$ cat config.mk
export PLATFORM = sky130hd
export DESIGN_NAME = elias_gamma_delta_decoder_unit
export DESIGN_NICKNAME = d
export VERILOG_FILES = /design/src/hw/rtl/egdd_pkg.sv /design/src/hw/rtl/egdd_ctrl.sv /design/src/hw/rtl/egdd_dp.sv /design/src/hw/rtl/elias_gamma_delta_decoder_unit.sv
export SDC_FILE = /design/constraint.sdc
export NUM_CORES = 1
export LEC_CHECK = 0
export BUFFER_PORTS_ARGS = -buffer_cell sky130_fd_sc_hd__buf_4
export CAP_MARGIN = 30
export CORE_MARGIN = 1.5
export CORE_UTILIZATION = 29
export CTS_CLUSTER_SIZE = 8
export DETAILED_ROUTE_END_ITERATION = 8
export GPL_ROUTABILITY_DRIVEN = 0
export SYNTH_ARGS = -nofsm -noshare
export SYNTH_HDL_FRONTEND = slang
export SYNTH_SLANG_ARGS = --single-unit
$ cat constraint.sdc
create_clock -name clk -period 8.4 [get_ports clk]
set_input_delay 0.42 -clock clk [delete_from_list [all_inputs] [get_ports clk]]
set_output_delay 0.42 -clock clk [all_outputs]
set_load 0.03 [all_outputs]
$ cat src/hw/rtl/egdd_pkg.sv
// ----------------------------------------------------------------------------
// egdd_pkg
// Shared types, codes and helpers for the unary / gamma / delta / fixed-width
// bitstream decoder.
// ----------------------------------------------------------------------------
package egdd_pkg;

  localparam int WORD_W     = 32;
  localparam int CNT_W      = 6;   // holds 0..32
  localparam int CFG_IDX_W  = 2;
  localparam int CFG_DATA_W = 32;

  localparam logic [CNT_W-1:0] PREFIX_LIMIT = 6'd32;
  localparam logic [CNT_W-1:0] WORD_BITS    = 6'd32;
  localparam logic [CNT_W-1:0] MAX_FIELD    = 6'd32;

  // Configuration register indexes.
  localparam logic [CFG_IDX_W-1:0] REG_CODE_KIND   = 2'd0;
  localparam logic [CFG_IDX_W-1:0] REG_FIELD_WIDTH = 2'd1;
  localparam logic [CFG_IDX_W-1:0] REG_VALUE_COUNT = 2'd2;

  typedef enum logic [1:0] {
    KIND_UNARY = 2'd0,
    KIND_GAMMA = 2'd1,
    KIND_DELTA = 2'd2,
    KIND_FIELD = 2'd3
  } kind_t;

  typedef enum logic [1:0] {
    PH_PREFIX = 2'd0,
    PH_SUFFIX = 2'd1,
    PH_DELTA  = 2'd2,
    PH_FIELD  = 2'd3
  } phase_t;

  typedef enum logic [1:0] {
    ST_IDLE  = 2'd0,
    ST_RUN   = 2'd1,
    ST_FLUSH = 2'd2
  } ctrl_state_t;

  // Controller to datapath.
  typedef struct packed {
    logic load;   // capture a new stream word
    logic step;   // decode one bit
    logic flush;  // hand the held result to the output as the word's last
  } egdd_cmd_t;

  // Datapath to controller.
  typedef struct packed {
    logic finished;  // decoding has stopped
    logic word_end;  // the current bit is the word's final bit
    logic pend_v;    // a result is held back waiting for its last flag
    logic out_free;  // the output register can take a result this cycle
  } egdd_stat_t;

  // A zero width reads as one, anything above 32 as 32.
  function automatic logic [CNT_W-1:0] eff_width(input logic [CNT_W-1:0] fw);
    logic [CNT_W-1:0] w;
    begin
      if (fw == '0) begin
        w = 6'd1;
      end else if (fw > MAX_FIELD) begin
        w = MAX_FIELD;
      end else begin
        w = fw;
      end
      return w;
    end
  endfunction

endpackage

$ cat src/hw/rtl/egdd_ctrl.sv
// ----------------------------------------------------------------------------
// egdd_ctrl
// Sequencer: takes one stream word, steps the datapath through its bits and
// releases the held result of the word with its last flag.
// ----------------------------------------------------------------------------
module egdd_ctrl (
  input  logic                 clk,
  input  logic                 rst_n,
  input  logic                 in_valid,
  output logic                 in_stall,
  input  egdd_pkg::egdd_stat_t stat,
  output egdd_pkg::egdd_cmd_t  cmd
);
  import egdd_pkg::*;

  ctrl_state_t state_r;
  ctrl_state_t state_nxt;

  always_ff @(posedge clk) begin
    if (!rst_n) begin
      state_r <= ST_IDLE;
    end else begin
      state_r <= state_nxt;
    end
  end

  always_comb begin
    state_nxt = state_r;
    cmd       = '0;
    in_stall  = 1'b1;
    unique case (state_r)
      ST_IDLE: begin
        in_stall = 1'b0;
        if (in_valid) begin
          cmd.load  = 1'b1;
          state_nxt = ST_RUN;
        end
      end
      ST_RUN: begin
        if (stat.finished) begin
          state_nxt = ST_FLUSH;
        end else if (!stat.pend_v || stat.out_free) begin
          // A bit may produce a result that pushes the held one out, so
          // only step when the output can take it.
          cmd.step = 1'b1;
          if (stat.word_end) begin
            state_nxt = ST_FLUSH;
          end
        end
      end
      ST_FLUSH: begin
        if (!stat.pend_v) begin
          state_nxt = ST_IDLE;
        end else if (stat.out_free) begin
          cmd.flush = 1'b1;
          state_nxt = ST_IDLE;
        end
      end
      default: begin
        state_nxt = ST_IDLE;
      end
    endcase
  end

endmodule

$ cat src/hw/rtl/egdd_dp.sv
// ----------------------------------------------------------------------------
// egdd_dp
// Datapath: configuration registers, word shifter, one-bit decode step,
// held result and output register.
// ----------------------------------------------------------------------------
module egdd_dp (
  input  logic                                  clk,
  input  logic                                  rst_n,
  input  egdd_pkg::egdd_cmd_t                   cmd,
  output egdd_pkg::egdd_stat_t                  stat,
  input  logic                                  cfg_write_en,
  input  logic [egdd_pkg::CFG_IDX_W-1:0]        cfg_index,
  input  logic [egdd_pkg::CFG_DATA_W-1:0]       cfg_data,
  input  logic [egdd_pkg::WORD_W-1:0]           in_data_word,
  output logic                                  out_valid,
  input  logic                                  out_stall,
  output logic [egdd_pkg::WORD_W-1:0]           out_value,
  output logic                                  out_last,
  output logic                                  out_error,
  output logic                                  out_done_res
);
  import egdd_pkg::*;

  // Configuration.
  kind_t              code_kind_r, code_kind_nxt;
  logic [CNT_W-1:0]   field_width_r, field_width_nxt;
  logic [WORD_W-1:0]  value_count_r, value_count_nxt;

  // Decoder state.
  phase_t             phase_r, phase_nxt;
  logic [CNT_W-1:0]   zero_run_r, zero_run_nxt;
  logic [WORD_W-1:0]  partial_r, partial_nxt;
  logic [CNT_W-1:0]   bits_left_r, bits_left_nxt;
  logic [WORD_W-1:0]  emitted_r, emitted_nxt;
  logic               finished_r, finished_nxt;
  logic [WORD_W-1:0]  word_r, word_nxt;
  logic [CNT_W-1:0]   bits_rem_r, bits_rem_nxt;

  // Held result, waiting to learn whether it is the word's last.
  logic               pend_v_r, pend_v_nxt;
  logic [WORD_W-1:0]  pend_value_r, pend_value_nxt;
  logic               pend_err_r, pend_err_nxt;
  logic               pend_done_r, pend_done_nxt;

  // Output register.
  logic               out_valid_r, out_valid_nxt;
  logic [WORD_W-1:0]  out_value_r, out_value_nxt;
  logic               out_last_r, out_last_nxt;
  logic               out_error_r, out_error_nxt;
  logic               out_done_r, out_done_nxt;

  logic               cfg_hit;
  logic               out_free;
  logic               bit_in;
  logic [WORD_W-1:0]  pv_sh;
  logic [WORD_W-1:0]  pv_dec;
  logic [WORD_W-1:0]  emitted_inc;
  logic [CNT_W-1:0]   zero_run_inc;
  logic               reached;
  logic               have;
  logic               err;
  logic [WORD_W-1:0]  res_value;
  phase_t             start_phase;
  logic [CNT_W-1:0]   start_bits;

  assign out_free = !out_valid_r || !out_stall;

  assign stat.finished = finished_r;
  assign stat.word_end = (bits_rem_r == 6'd1);
  assign stat.pend_v   = pend_v_r;
  assign stat.out_free = out_free;

  assign out_valid    = out_valid_r;
  assign out_value    = out_value_r;
  assign out_last     = out_last_r;
  assign out_error    = out_error_r;
  assign out_done_res = out_done_r;

  assign cfg_hit = cfg_write_en && ((cfg_index == REG_CODE_KIND) ||
                                    (cfg_index == REG_FIELD_WIDTH) ||
                                    (cfg_index == REG_VALUE_COUNT));

  always_comb begin
    code_kind_nxt   = code_kind_r;
    field_width_nxt = field_width_r;
    value_count_nxt = value_count_r;
    if (cfg_write_en) begin
      unique case (cfg_index)
        REG_CODE_KIND:   code_kind_nxt   = kind_t'(cfg_data[1:0]);
        REG_FIELD_WIDTH: field_width_nxt = cfg_data[CNT_W-1:0];
        REG_VALUE_COUNT: value_count_nxt = cfg_data;
        default: ;
      endcase
    end
  end

  // Every new code starts from these, taken from the newest configuration.
  always_comb begin
    if (code_kind_nxt == KIND_FIELD) begin
      start_phase = PH_FIELD;
      start_bits  = eff_width(field_width_nxt);
    end else begin
      start_phase = PH_PREFIX;
      start_bits  = '0;
    end
  end

  assign bit_in       = word_r[WORD_W-1];
  assign pv_sh        = {partial_r[WORD_W-2:0], bit_in};
  assign pv_dec       = pv_sh - 32'd1;
  assign emitted_inc  = emitted_r + 32'd1;
  assign zero_run_inc = zero_run_r + 6'd1;
  assign reached      = (emitted_inc >= value_count_r);

  always_comb begin
    phase_nxt      = phase_r;
    zero_run_nxt   = zero_run_r;
    partial_nxt    = partial_r;
    bits_left_nxt  = bits_left_r;
    emitted_nxt    = emitted_r;
    finished_nxt   = finished_r;
    word_nxt       = word_r;
    bits_rem_nxt   = bits_rem_r;
    pend_v_nxt     = pend_v_r;
    pend_value_nxt = pend_value_r;
    pend_err_nxt   = pend_err_r;
    pend_done_nxt  = pend_done_r;
    have           = 1'b0;
    err            = 1'b0;
    res_value      = '0;

    if (cfg_hit) begin
      emitted_nxt   = '0;
      finished_nxt  = 1'b0;
      pend_v_nxt    = 1'b0;
      phase_nxt     = start_phase;
      zero_run_nxt  = '0;
      partial_nxt   = '0;
      bits_left_nxt = start_bits;
    end else begin
      if (cmd.load) begin
        word_nxt     = in_data_word;
        bits_rem_nxt = WORD_BITS;
        if (emitted_r >= value_count_r) begin
          finished_nxt = 1'b1;
        end
      end

      if (cmd.step) begin
        word_nxt     = {word_r[WORD_W-2:0], 1'b0};
        bits_rem_nxt = bits_rem_r - 6'd1;
        unique case (phase_r)
          PH_PREFIX: begin
            if (!bit_in) begin
              zero_run_nxt = zero_run_inc;
              if (zero_run_inc >= PREFIX_LIMIT) begin
                err = 1'b1;
              end
            end else if ((code_kind_r == KIND_UNARY) || (zero_run_r == '0)) begin
              have      = 1'b1;
              res_value = {{(WORD_W-CNT_W){1'b0}}, zero_run_r};
            end else begin
              phase_nxt     = PH_SUFFIX;
              bits_left_nxt = zero_run_r;
              partial_nxt   = 32'd1;
            end
          end
          PH_SUFFIX: begin
            partial_nxt   = pv_sh;
            bits_left_nxt = bits_left_r - 6'd1;
            if (bits_left_r == 6'd1) begin
              if (code_kind_r != KIND_DELTA) begin
                have      = 1'b1;
                res_value = pv_dec;
              end else if (|pv_dec[WORD_W-1:5]) begin
                // A delta length of 32 or more cannot be represented.
                err = 1'b1;
              end else if (pv_dec == '0) begin
                have = 1'b1;
              end else begin
                phase_nxt     = PH_DELTA;
                bits_left_nxt = pv_dec[CNT_W-1:0];
                partial_nxt   = 32'd1;
              end
            end
          end
          PH_DELTA: begin
            partial_nxt   = pv_sh;
            bits_left_nxt = bits_left_r - 6'd1;
            if (bits_left_r == 6'd1) begin
              have      = 1'b1;
              res_value = pv_dec;
            end
          end
          PH_FIELD: begin
            partial_nxt = pv_sh;
            if (bits_left_r != '0) begin
              bits_left_nxt = bits_left_r - 6'd1;
            end
            if (bits_left_r <= 6'd1) begin
              have      = 1'b1;
              res_value = pv_sh;
            end
          end
          default: ;
        endcase

        if (err) begin
          pend_v_nxt     = 1'b1;
          pend_value_nxt = '0;
          pend_err_nxt   = 1'b1;
          pend_done_nxt  = 1'b0;
          finished_nxt   = 1'b1;
        end else if (have) begin
          emitted_nxt    = emitted_inc;
          pend_v_nxt     = 1'b1;
          pend_value_nxt = res_value;
          pend_err_nxt   = 1'b0;
          pend_done_nxt  = reached;
          if (reached) begin
            finished_nxt = 1'b1;
          end else begin
            phase_nxt     = start_phase;
            zero_run_nxt  = '0;
            partial_nxt   = '0;
            bits_left_nxt = start_bits;
          end
        end
      end

      if (cmd.flush) begin
        pend_v_nxt = 1'b0;
      end
    end
  end

  // A new result in the same word proves the held one was not the last.
  always_comb begin
    out_valid_nxt = out_valid_r;
    out_value_nxt = out_value_r;
    out_last_nxt  = out_last_r;
    out_error_nxt = out_error_r;
    out_done_nxt  = out_done_r;
    if (out_valid_r && !out_stall) begin
      out_valid_nxt = 1'b0;
    end
    if (pend_v_r && ((cmd.step && (have || err)) || cmd.flush)) begin
      out_valid_nxt = 1'b1;
      out_value_nxt = pend_value_r;
      out_last_nxt  = cmd.flush;
      out_error_nxt = pend_err_r;
      out_done_nxt  = pend_done_r;
    end
  end

  always_ff @(posedge clk) begin
    if (!rst_n) begin
      code_kind_r   <= KIND_GAMMA;
      field_width_r <= MAX_FIELD;
      value_count_r <= 32'd1;
      phase_r       <= PH_PREFIX;
      zero_run_r    <= '0;
      partial_r     <= '0;
      bits_left_r   <= '0;
      emitted_r     <= '0;
      finished_r    <= 1'b0;
      bits_rem_r    <= '0;
      pend_v_r      <= 1'b0;
      out_valid_r   <= 1'b0;
    end else begin
      code_kind_r   <= code_kind_nxt;
      field_width_r <= field_width_nxt;
      value_count_r <= value_count_nxt;
      phase_r       <= phase_nxt;
      zero_run_r    <= zero_run_nxt;
      partial_r     <= partial_nxt;
      bits_left_r   <= bits_left_nxt;
      emitted_r     <= emitted_nxt;
      finished_r    <= finished_nxt;
      bits_rem_r    <= bits_rem_nxt;
      pend_v_r      <= pend_v_nxt;
      out_valid_r   <= out_valid_nxt;
    end
  end

  always_ff @(posedge clk) begin
    word_r       <= word_nxt;
    pend_value_r <= pend_value_nxt;
    pend_err_r   <= pend_err_nxt;
    pend_done_r  <= pend_done_nxt;
    out_value_r  <= out_value_nxt;
    out_last_r   <= out_last_nxt;
    out_error_r  <= out_error_nxt;
    out_done_r   <= out_done_nxt;
  end

  // A step must never overwrite a held result the output cannot take.
  a_step_has_room: assert property (@(posedge clk) disable iff (!rst_n)
    cmd.step |-> (!pend_v_r || out_free))
    else $error("decode step while held result is blocked");

  a_no_step_after_stop: assert property (@(posedge clk) disable iff (!rst_n)
    cmd.step |-> !finished_r)
    else $error("decode step after decoding stopped");

  // Decoding stops on an error or on the final value, so nothing follows it.
  a_error_is_last: assert property (@(posedge clk) disable iff (!rst_n)
    (out_valid_r && out_error_r) |-> out_last_r)
    else $error("error beat not marked last");

  a_done_is_last: assert property (@(posedge clk) disable iff (!rst_n)
    (out_valid_r && out_done_r) |-> out_last_r)
    else $error("done beat not marked last");

endmodule

$ cat src/hw/rtl/elias_gamma_delta_decoder_unit.sv
// ----------------------------------------------------------------------------
// elias_gamma_delta_decoder_unit
// Bit-serial decoder for unary, gamma, delta and fixed-width codes packed
// most significant bit first in 32-bit stream words.
//
//   Channel  Direction  Handshake         Payload
//   in       input      in_valid/stall    in_data_word
//   out      output     out_valid/stall   out_value, out_last, out_error,
//                                         out_done_res
//   cfg      input      cfg_write_en      cfg_index, cfg_data
//
// A word is accepted in the idle state and stepped bit by bit through the
// single shared decode step; its final result goes out with the last flag in
// the flush state. A word arriving after decoding stopped is not stepped.
// Output stalls hold the decode step only while a finished result is waiting.
// Reset is synchronous and active low; any register write restarts decoding.
// ----------------------------------------------------------------------------
module elias_gamma_delta_decoder_unit (
  input  logic                             clk,
  input  logic                             rst_n,
  input  logic                             in_valid,
  output logic                             in_stall,
  input  logic [egdd_pkg::WORD_W-1:0]      in_data_word,
  output logic                             out_valid,
  input  logic                             out_stall,
  output logic [egdd_pkg::WORD_W-1:0]      out_value,
  output logic                             out_last,
  output logic                             out_error,
  output logic                             out_done_res,
  input  logic                             cfg_write_en,
  input  logic [egdd_pkg::CFG_IDX_W-1:0]   cfg_index,
  input  logic [egdd_pkg::CFG_DATA_W-1:0]  cfg_data
);
  import egdd_pkg::*;

  egdd_cmd_t  cmd;
  egdd_stat_t stat;

  egdd_ctrl u_ctrl (
    .clk      (clk),
    .rst_n    (rst_n),
    .in_valid (in_valid),
    .in_stall (in_stall),
    .stat     (stat),
    .cmd      (cmd)
  );

  egdd_dp u_dp (
    .clk          (clk),
    .rst_n        (rst_n),
    .cmd          (cmd),
    .stat         (stat),
    .cfg_write_en (cfg_write_en),
    .cfg_index    (cfg_index),
    .cfg_data     (cfg_data),
    .in_data_word (in_data_word),
    .out_valid    (out_valid),
    .out_stall    (out_stall),
    .out_value    (out_value),
    .out_last     (out_last),
    .out_error    (out_error),
    .out_done_res (out_done_res)
  );

endmodule

# Word-level counts from Yosys, hierarchy flattened
# Cells that the tools add are included.
word_totals:
  register_bits: 230
  ramBits: 0
  latch_bits: 0
  output_inout_bits: 37
  n_memories: 0
  rom_bits: 0
classes:
  n_eq_ne: 15
  magnitude_cmp: 5
  muxes: 111
  div_mod_pow: 0
  reduce_logical: 36
  addsub: 5
  n_bitwise: 3
  shifts: 0
  n_mul: 0
ops:
  columns: ["op", "count"]
  rows:
  - ["32-bit two-way mux", 17]
  - ["6-bit two-way mux", 25]
  - ["32-bit case mux with 4 select lines", 1]
  - ["32-bit case mux with 3 select lines", 1]
  - ["32-bit greater-or-equal comparator", 2]
  - ["1-bit two-way mux", 42]
  - ["2-bit two-way mux", 20]
  - ["32-bit by 1-bit adder with 32-bit output, second input constant", 1]
  - ["32-bit zero test", 1]
  - ["32-bit by 1-bit subtractor with 32-bit output, second input constant", 1]
  - ["27-bit OR reduction", 1]
  - ["6-bit case mux with 4 select lines", 1]
  - ["6-bit by 1-bit == test with 1-bit output, second input constant", 2]
  - ["6-bit zero test", 2]
  - ["6-bit by 1-bit subtractor with 6-bit output, second input constant", 2]
  - ["2-bit == test, second input constant", 5]
  - ["2-bit zero test", 4]
  - ["2-bit nonzero test", 4]
  - ["1-bit logical OR", 7]
  - ["6-bit by 1-bit adder with 6-bit output, second input constant", 1]
  - ["2-bit by 1-bit == test with 1-bit output, second input constant", 3]
  - ["6-bit greater-or-equal comparator, second input constant", 1]
  - ["6-bit greater-than comparator, second input constant", 1]
  - ["6-bit by 1-bit <= comparator with 1-bit output, second input constant", 1]
  - ["17 further kinds", 29]

# Depth between registers and ports, before layout
# Gate-level depths: netlist of run 1.
depth:
  depth_word: 16
  ltp_mapped: 21

# Cells and area by module
# A second synthesis of run 1 with hierarchy kept.
hier_totals:
  hier_cells: 1278
  hier_area_um2: 12408.2
by_module_without_submodules:
  columns: ["mod", "cells_per_inst", "area_per_inst_um2", "instances"]
  rows:
  - ["egdd_dp", 1259, 12274.3, 1]
  - ["egdd_ctrl", 19, 133.9, 1]

# Least setup slack after synthesis of run 1
# No wires, ideal clock.
synth_path:
  path_kind: "register to register"
  start: "reg u_dp.word_r[31]"
  end: "reg u_dp.out_done_r, in the netlist u_dp.out_done_res, enable pin"
  t_arrival_ps: 4697
  synth_period_minus_slack_ps: 5132
  path_stages_with_launch: 14
  slack_ps: 3268
  setup_time_ps: 435
  n_path_buf: 2
  path_cell_list: "edfxtp_1 clkbuf_1 inv_1 ha_1 or4b_1 buf_2 xnor2_1 o31a_1 a2111oi_2 a21boi_2 nand4_4 a21oi_1 nor2_1 o21bai_1"
synth_via:
  elab_chain_len: 15
  elab_cells_between_ends: 26
synth_lines:
  columns: ["element", "line", "rtl"]
  rows:
  - ["start, declared", "egdd_dp.sv:36", "logic [WORD_W-1:0] word_r, word_nxt;"]
  - ["start signal, assigned", "egdd_dp.sv:287", "word_r <= word_nxt;"]
  - ["32-bit by 1-bit subtractor with 32-bit output", "egdd_dp.sv:110", "assign pv_dec = pv_sh - 32'd1;"]
  - ["32-bit zero test", "egdd_dp.sv:178", "end else if (pv_dec == '0) begin"]
  - ["1-bit two-way mux", "egdd_dp.sv:178", null]
  - ["1-bit two-way mux", "egdd_dp.sv:175", "end else if (|pv_dec[WORD_W-1:5]) begin"]
  - ["1-bit two-way mux", "egdd_dp.sv:172", "if (code_kind_r != KIND_DELTA) begin"]
  - ["1-bit two-way mux", "egdd_dp.sv:171", "if (bits_left_r == 6'd1) begin"]
  - ["1-bit case mux with 4 select lines", "egdd_dp.sv:152", "unique case (phase_r)"]
  - ["1-bit two-way mux", "egdd_dp.sv:149", "if (cmd.step) begin"]
  - ["1-bit two-way mux", "egdd_dp.sv:132", "if (cfg_hit) begin"]
  - ["1-bit two-way mux", "egdd_dp.sv:149", null]
  - ["1-bit two-way mux", "egdd_dp.sv:132", null]
  - ["1-bit logical OR (*)", "egdd_dp.sv:247", "if (pend_v_r && ((cmd.step && (have || err)) || cmd.flush)) begin"]
  - ["1-bit logical AND (*)", "egdd_dp.sv:247", null]
  - ["1-bit logical OR (*)", "egdd_dp.sv:247", null]
  - ["1-bit logical AND (*)", "egdd_dp.sv:247", null]
  - ["end signal, assigned", "egdd_dp.sv:294", "out_done_r <= out_done_nxt;"]
  - ["end, declared", "egdd_dp.sv:50", "logic out_done_r, out_done_nxt;"]
# Every way passes the cells marked *; elsewhere a longest branch is shown, timed or not. The select of a mux whose other input is x is not followed.
# A chain may end at the register's enable or synchronous reset.

# Final worst setup path of run 1
layout_path:
  start: "reg u_dp.emitted_r[13]"
  end: "reg u_dp.partial_r[2]"
layout_via:
  elab_chain_len: 5
layout_lines:
  columns: ["element", "line", "rtl"]
  rows:
  - ["start, declared", "egdd_dp.sv:34", "logic [WORD_W-1:0] emitted_r, emitted_nxt;"]
  - ["start signal, assigned", "egdd_dp.sv:278", "emitted_r <= emitted_nxt;"]
  - ["32-bit by 1-bit adder with 32-bit output", "egdd_dp.sv:111", "assign emitted_inc = emitted_r + 32'd1;"]
  - ["named net u_dp.emitted_inc[31]", "egdd_dp.sv:57", "logic [WORD_W-1:0] emitted_inc;"]
  - ["32-bit greater-or-equal comparator", "egdd_dp.sv:113", "assign reached = (emitted_inc >= value_count_r);"]
  - ["32-bit two-way mux", "egdd_dp.sv:220", "if (reached) begin"]
  - ["32-bit two-way mux", "egdd_dp.sv:214", "end else if (have) begin"]
  - ["32-bit two-way mux", "egdd_dp.sv:208", "if (err) begin"]
  - ["end signal, assigned", "egdd_dp.sv:276", "partial_r <= partial_nxt;"]
  - ["end, declared", "egdd_dp.sv:32", "logic [WORD_W-1:0] partial_r, partial_nxt;"]
# The timed path passes the listed nets, and every way through them passes these cells.

==> results of run 1 <==
-- stage by stage --
stage	cell area (um^2)	utilization [%]
2_1_floorplan	12800	-
3_3_place_gp	14100	32.5
3_5_place_dp	14200	32.7
4_1_cts	15200	35.1
5_1_grt	15200	35.1
6_report	15200	35.1
-- worst max-delay path, cell delays in order, from the launching register on --
cell,delay (ns)
dfxtp_1,0.45
nand2_1,0.15
nor4_1,0.54
and2_1,0.26
nand3_1,0.19
or4_1,0.55
or3_1,0.39
xnor2_1,0.15
ha_1,0.30
nand2_1,0.07
nor3_1,0.32
nand4_1,0.17
o221a_2,0.27
o21a_1,0.10
o211ai_1,0.24
o2111ai_1,0.19
nand2b_1,0.51
buf_8,0.25
a22o_1,0.16
-- cells in the mapped netlist, types with 9 or more instances --
cell type	count
ha_1	73
a21oi_1	75
nand3_1	28
o31ai_1	17
nor3_1	25
a21o_1	22
nand4_1	24
a22o_1	33
dfxtp_1	128
edfxtp_1	101
xnor2_1	34
xor2_1	19
o21ai_0	79
a21boi_0	33
and3_1	11
and2_1	11
nor4_1	11
or3_1	29
buf_2	10
o211ai_1	9
nand2_1	264
inv_1	56
nor2_1	81
nand2b_1	9
mux2i_1	14
clkbuf_1	55
nor2b_1	15
-- state kept, by name, summed over array words and instances (netlist names), 2 cells and up --
register and flops:
u_dp.emitted_r 32, u_dp.out_value 32, u_dp.pend_value_r 32, u_dp.value_count_r 32, u_dp.word_r 32, u_dp.partial_r 31, u_dp.bits_left_r 6, u_dp.bits_rem_r 6
u_dp.field_width_r 6, u_dp.zero_run_r 6, u_ctrl.state_r 2, u_dp.code_kind_r 2, u_dp.phase_r 2
-- cell families after synthesis --
kind of cell	synth area share, %
xor+xnor	3.62
simple gates	21.3
fa+ha+maj	7.13
compound gates	18.7
buf+inv	4.26
flops	43.7
mux	1.27
-- power by group --
| part | switching (mW) | total (mW) | leakage [nW] | internal, mW |
|---|---|---|---|---|
| registers | 0.0246 | 1.24 | 2.03 | 1.21 |
| clock network | 0.497 | 1.32 | 0.492 | 0.821 |
| logic | 0.223 | 0.348 | 3.48 | 0.125 |
-- worst paths after layout --
kind	depth (start not counted)	startpoint	to
worst max-delay path	18	u_dp.emitted_r[13]$_SDFFE_PP0P_	u_dp.partial_r[2]$_SDFFE_PP0P_
worst max register to register	18	u_dp.emitted_r[13]$_SDFFE_PP0P_	u_dp.partial_r[2]$_SDFFE_PP0P_
worst min register to register	0	u_dp.pend_value_r[5]$_SDFFCE_PP0P_	u_dp.out_value[5]$_DFFE_PP_
worst min-delay path	3	cfg_data[12]	u_dp.value_count_r[12]$_SDFFE_PN0P_
-- per-layer routing --
metal	global-route usage [%]	vias to the layer above	share of wire, %
li1	-	5276	-
met1	19.1	4922	46
met2	22.3	305	45
met3	2.79	72	5.7
met4	6.44	0	3.3
met5	0	-	0
-- cell type report --
cell class                 instances  area, um^2
multi-input combinational       1051        6700
sequential                       229        5600
fill                            4493       28100
clock buffer                      57        1020
tap                              585         732
inverter                          56         210
clock inverter                     1        7.51
timing repair buffer             121         965
==> parameters.txt, run 1 <==
Parameter                              Value

Finish
  Area added between synthesis and finish    18.9%
  Final layout net count    ~1,600
  Count of placed standard cells in the final layout, fillers left out    between 2,000 and 2,500
  Most frequent cells in the layout    nand2_1 (264), dfxtp_1 (128), buf_4 (116), edfxtp_1 (101), nor2_1 (80)
  Ant diodes    0
  Share of layout cells above drive strength 1    around 13%
  Most frequent standard cell in the layout excluding fill and tap cells    nand2_1

STA
  Setup repair after global routing missed its margin    false
  Sum of negative setup slack    0 ns
  Hold violation count in the final report    0
  Hold_ws    0.146 ns
  Setup Skew    between 0.02 and 0.025 ns
  Count of endpoints failing setup in the final report    0
  Post-route worst setup slack    roughly 3.1 ns
  Period utilisation layout    between 60% and 70%
  Final Slew Violations    0
  Transition time at the pin with the least slew margin    roughly 0.87 ns
  Crit path time final    between 5 and 6 ns
  Achievable clock frequency    around 0.19 GHz
  Headroom to the max-slew limit    41.4%

Global route
  Global-route wire length before repair    51.9 mm
  GR Util All Layers    between 10 and 15%
  Initial antenna violation count    0
  Vias in the first global route    ~10,000
  GRT Residual Overflow    0
  Largest net degree at the start of global routing    56

Route
  Drt first pass iters    6
  Via density    slightly above 5
  Average wire length per cell after detail routing    roughly 15 um
  Total wire length after detailed routing    ~32 mm
  Via count    10,600
  DRC violation count after routing    0
  Number of antenna-violating nets in the routed design    0
  First-iteration detailed-routing DRC count    between 700 and 800

Yosys
  YS warnings    0
  Syn nets    around 1,600
  Biggest area consumer among synthesized cells    edfxtp_1
  Yosys top cell area share    23.7%
  Syn Std Cell Area    around 13,000 um^2
  Sequential cell area fraction in the yosys report    43.7%
  Top_reg_cell synth    dfxtp_1
  Ys async rst share    0%
  Number of synthesized flops with an enable pin    101
  Synthesized instance count    between 1,000 and 1,500
  Synthesized area per cell    9.07 um^2
  Register bit total from synthesis    approximately 230
  Distinct cell type count of the synthesized netlist    between 80 and 90
  Ranking of synthesized cells by area    edfxtp_1 (24%), dfxtp_1 (20%), nand2_1 (7.7%)

Place
  Cell count after placement    between 2,000 and 2,500
  Detailed Place HPWL    22.6 mm
  DP Worst Slack    approximately 3.1 ns
  Number of I/O port buffers    roughly 110

Floorplanning
  Horiz. Die Dim    about 210 um
  Initial core utilization    29.5%
  Die outline area    approximately 45,000 um^2
  I/O pin total    108
  Core area    43,400 um^2
  Count of standard-cell rows    76
  Die height    roughly 210 um

Status
  Outcome    complete, no violations

Setup path
  Critical setup path kind    flip-flop to flip-flop
  Critical path arrival    ~5.8 ns
  Worst EP required    8.86 ns
  Endpoint type of the worst setup path    flip-flop
  Register-to-register setup slack    about 3.1 ns
  Kind of start point of the critical path    flip-flop
  Largest fanout of any net on the critical path    17

Clock network
  Cell at the root of the clock tree    clkbuf_16
  Number of instances resized during post-cts repair    0
  # hold bufs at CTS    0
  Later-pin clock latency in the skew report    between 0.5 and 0.6 ns
  Clock Path Buffers    3
  CTS Sinks    229
  TritonCTS clock tree    yes
  Clock buffer count from CTS    35
  Clock-pin transition on the worst setup and hold timing paths    roughly 0.050 ns
  Postcts setup bufs    0
  CTS H-tree depth    2

Power
  Overall Power    slightly below 3 mW
  Leakage power total    6.00 nW
  Ratio of total power to cell area    around 190 nW/um^2
  Worst vdd ir    0.0000943 V

Flow run
  Number of maximum-capacitance violations    0

Min path
  Type of the most critical hold path    input port to flip-flop
No activity file was read; power rests on OpenSTA's default activity.
==> run 2: changes to the inputs <==
- clock period: 8.4 -> 4.72 ns (I/O delays scaled with it)
==> parameters.txt, run 2 (same netlist as run 1, synthesis figures left out) <==
Parameter                              Value

Status
  Outcome    complete, no violations (unchanged)

Global route
  Largest net degree at the start of global routing    56 (unchanged)
  Global-route wire length before repair    54.0 mm (was 51.9 mm)
  GRT Residual Overflow    0 (unchanged)
  Vias in the first global route    10,500 (was 10,000)
  Initial antenna violation count    0 (unchanged)
  GR Util All Layers    14.9% (was 14.3%)

Finish
  Most frequent cells in the layout    nand2_1 (264), buf_4 (143), dfxtp_1 (128), edfxtp_1 (101), o21ai_0 (79) (was nand2_1 (264), dfxtp_1 (128), buf_4 (116), edfxtp_1 (101), nor2_1 (80))
  Ant diodes    0 (unchanged)
  Most frequent standard cell in the layout excluding fill and tap cells    nand2_1 (unchanged)
  Fill cell instance count of the final layout    4,465 (was 4,493)
  Final non-filler cell area    16,100 um^2 (was 15,200 um^2)
  Final layout net count    1,729 (was 1,638)
  Share of layout cells above drive strength 1    14.3% (was 12.9%)
  Area added between synthesis and finish    25.8% (was 18.9%)

STA
  Period utilisation layout    91.3% (was 63.5%)
  Setup repair after global routing missed its margin    false (unchanged)
  Crit path time final    4.31 ns (was 5.33 ns)
  Count of endpoints failing setup in the final report    0 (unchanged)
  Setup Skew    0.0196 ns (was 0.0207 ns)
  Transition time at the pin with the least slew margin    0.842 ns (was 0.870 ns)
  Achievable clock frequency    0.232 GHz (was 0.187 GHz)
  Final Slew Violations    0 (unchanged)
  Headroom to the max-slew limit    43.8% (was 41.4%)
  Hold violation count in the final report    0 (unchanged)
  Sum of negative setup slack    0 ns (unchanged)

Route
  Average wire length per cell after detail routing    15.2 um (was 15.4 um)
  Drt first pass iters    5 (was 6)
  Via density    4.97 (was 5.04)
  DRC violation count after routing    0 (unchanged)
  Number of antenna-violating nets in the routed design    0 (unchanged)
  First-iteration detailed-routing DRC count    724 (was 703)
  Via count    10,900 (was 10,600)
  Total wire length after detailed routing    33.3 mm (was 32.3 mm)

Clock network
  TritonCTS clock tree    yes (unchanged)
  Postcts setup bufs    0 (unchanged)
  Clock buffer count from CTS    35 (unchanged)
  Clock-pin transition on the worst setup and hold timing paths    0.05 ns (about the same)
  Later-pin clock latency in the skew report    0.53 ns (about the same)
  CTS Sinks    229 (unchanged)
  Clock Path Buffers    3 (unchanged)
  Cell at the root of the clock tree    clkbuf_16 (unchanged)
  CTS H-tree depth    2 (unchanged)

Setup path
  Crit-path cells    nand2_1 -> nor4_2 -> and2_1 -> nand3_2 -> or4_1 -> or3_1 -> xnor2_1 -> ha_1 -> nand2_1 -> nor3_2 -> nand4_1 -> o221a_2 -> o21a_1 -> o211ai_1 -> a211oi_4 -> nor3_2 -> buf_12 -> a22o_1 (was nand2_1 -> nor4_1 -> and2_1 -> nand3_1 -> or4_1 -> or3_1 -> xnor2_1 -> ha_1 -> nand2_1 -> nor3_1 -> nand4_1 -> o221a_2 -> o21a_1 -> o211ai_1 -> o2111ai_1 -> nand2b_1 -> buf_8 -> a22o_1)
  Worst EP required    5.13 ns (was 8.86 ns)
  Endpoint type of the worst setup path    flip-flop (unchanged)
  Critical path arrival    4.72 ns (was 5.79 ns)
  Largest fanout of any net on the critical path    30 (was 17)
  Critical setup path kind    flip-flop to flip-flop (unchanged)
  Cell with the largest stage delay on the worst path    a211oi_4 (was or4_1)
  Kind of start point of the critical path    flip-flop (unchanged)
  Worst path max stage delay    0.48 ns (was 0.55 ns)

Floorplanning
  Initial core utilization    29.5% (unchanged)
  Die height    213 um (unchanged)
  Die outline area    45,400 um^2 (unchanged)
  Horiz. Die Dim    213 um (unchanged)
  I/O pin total    108 (unchanged)
  Count of standard-cell rows    76 (unchanged)
  Core area    43,400 um^2 (unchanged)

Power
  Leakage power total    6.41 nW (was 6.00 nW)
  Worst vdd ir    0.000206 V (was 0.0000943 V)
  Ratio of total power to cell area    325 nW/um^2 (was 191 nW/um^2)

Place
  Area of placed instances    14,400 um^2 (was 14,200 um^2)
  Detailed Place HPWL    23.0 mm (was 22.6 mm)
  Number of I/O port buffers    107 (unchanged)

Flow run
  Number of maximum-capacitance violations    0 (unchanged)

Min path
  Type of the most critical hold path    input port to flip-flop (unchanged)
-- run 2: cell types whose count changed in the layout (fill, tap and decap cells not counted), moves of 2 or more --
cell,delta
nor2_1,-2
buf_12,+2
buf_4,+27
clkbuf_1,-2
dlygate4sd3_1,+64
nor2_4,+2
nor3_1,-2
nor3_2,+2
-- run 2: worst max-delay path, delay by kind of cell (launching register included) --
family	cells	cell delay, ns
and+or+nand+nor	10	2.05
AOI/OAI and AO/OA	5	1.15
DFF	1	0.34
adders and majority gates	1	0.31
buffers and inverters	1	0.19
xor gates and xnor gates	1	0.15
-- run 2: final timing paths --
path                                        from  cells after the start  slack, ns                              to
min                                     in_valid                      3       0.05  u_ctrl.state_r[0]$_SDFFE_PN0P_
max reg2reg      u_dp.emitted_r[13]$_SDFFE_PP0P_                     18       0.41  u_dp.partial_r[9]$_SDFFE_PP0P_
max              u_dp.emitted_r[13]$_SDFFE_PP0P_                     18       0.41  u_dp.partial_r[9]$_SDFFE_PP0P_
min reg2reg  u_dp.pend_value_r[20]$_SDFFCE_PP0P_                      0       0.41    u_dp.out_value[20]$_DFFE_PP_
-- run 2: layout make-up --
cell class                 instances  area [um^2]  area share (%)
multi-input combinational       1051         6730            41.7
sequential                       229         5600            34.7
timing repair buffer             212         1820            11.3
clock buffer                      55         1020            6.36
tap                              585          732            4.54
inverter                          56          210            1.30
clock inverter                     1         5.00          0.0311
-- run 2: metal layers --
layer  track usage (%)  share of wire [%]  routed length (um)  up-vias
met1              19.2                 46               15200     5097
met5                 0                  0                   0        -
met3              3.56                5.6                1870       72
met2              24.3                 46               15300      260
li1                  -                  -                   -     5451
met4              5.51                3.1                1020        0
-- run 2: report_power, final --
group | switching (mW) | internal [mW] | total (mW)
Clock | 0.883 | 1.47 | 2.35
Sequential | 0.0404 | 2.16 | 2.20
Combinational | 0.410 | 0.270 | 0.679
-- run 2: what timing repair did --
action | 4_1_cts | 5_1_grt
hold buffers | 64 | 0
gates resized for setup | 0 | 8
hold endpoints to repair | 65 | 0
setup endpoints to repair | 0 | 44
-- run 2: per-stage QoR --
step | power (mW) | worst slack, ns | hold slack [ns] | std cells | utilization (%)
after detailed placement | 2.87 | 0.156 | 0.405 | 2069 | 33.2
after global placement | 2.86 | 0.281 | 0.401 | 2068 | 33.2
after floorplan | 2.65 | 0.308 | 0.360 | 1412 | -
after global routing | 5.48 | 0.00642 | 0.0415 | 2189 | 37.2
after CTS | 5.32 | 0.132 | 0.0167 | 2189 | 37.1
final | 5.23 | 0.412 | 0.0525 | 2189 | 37.2
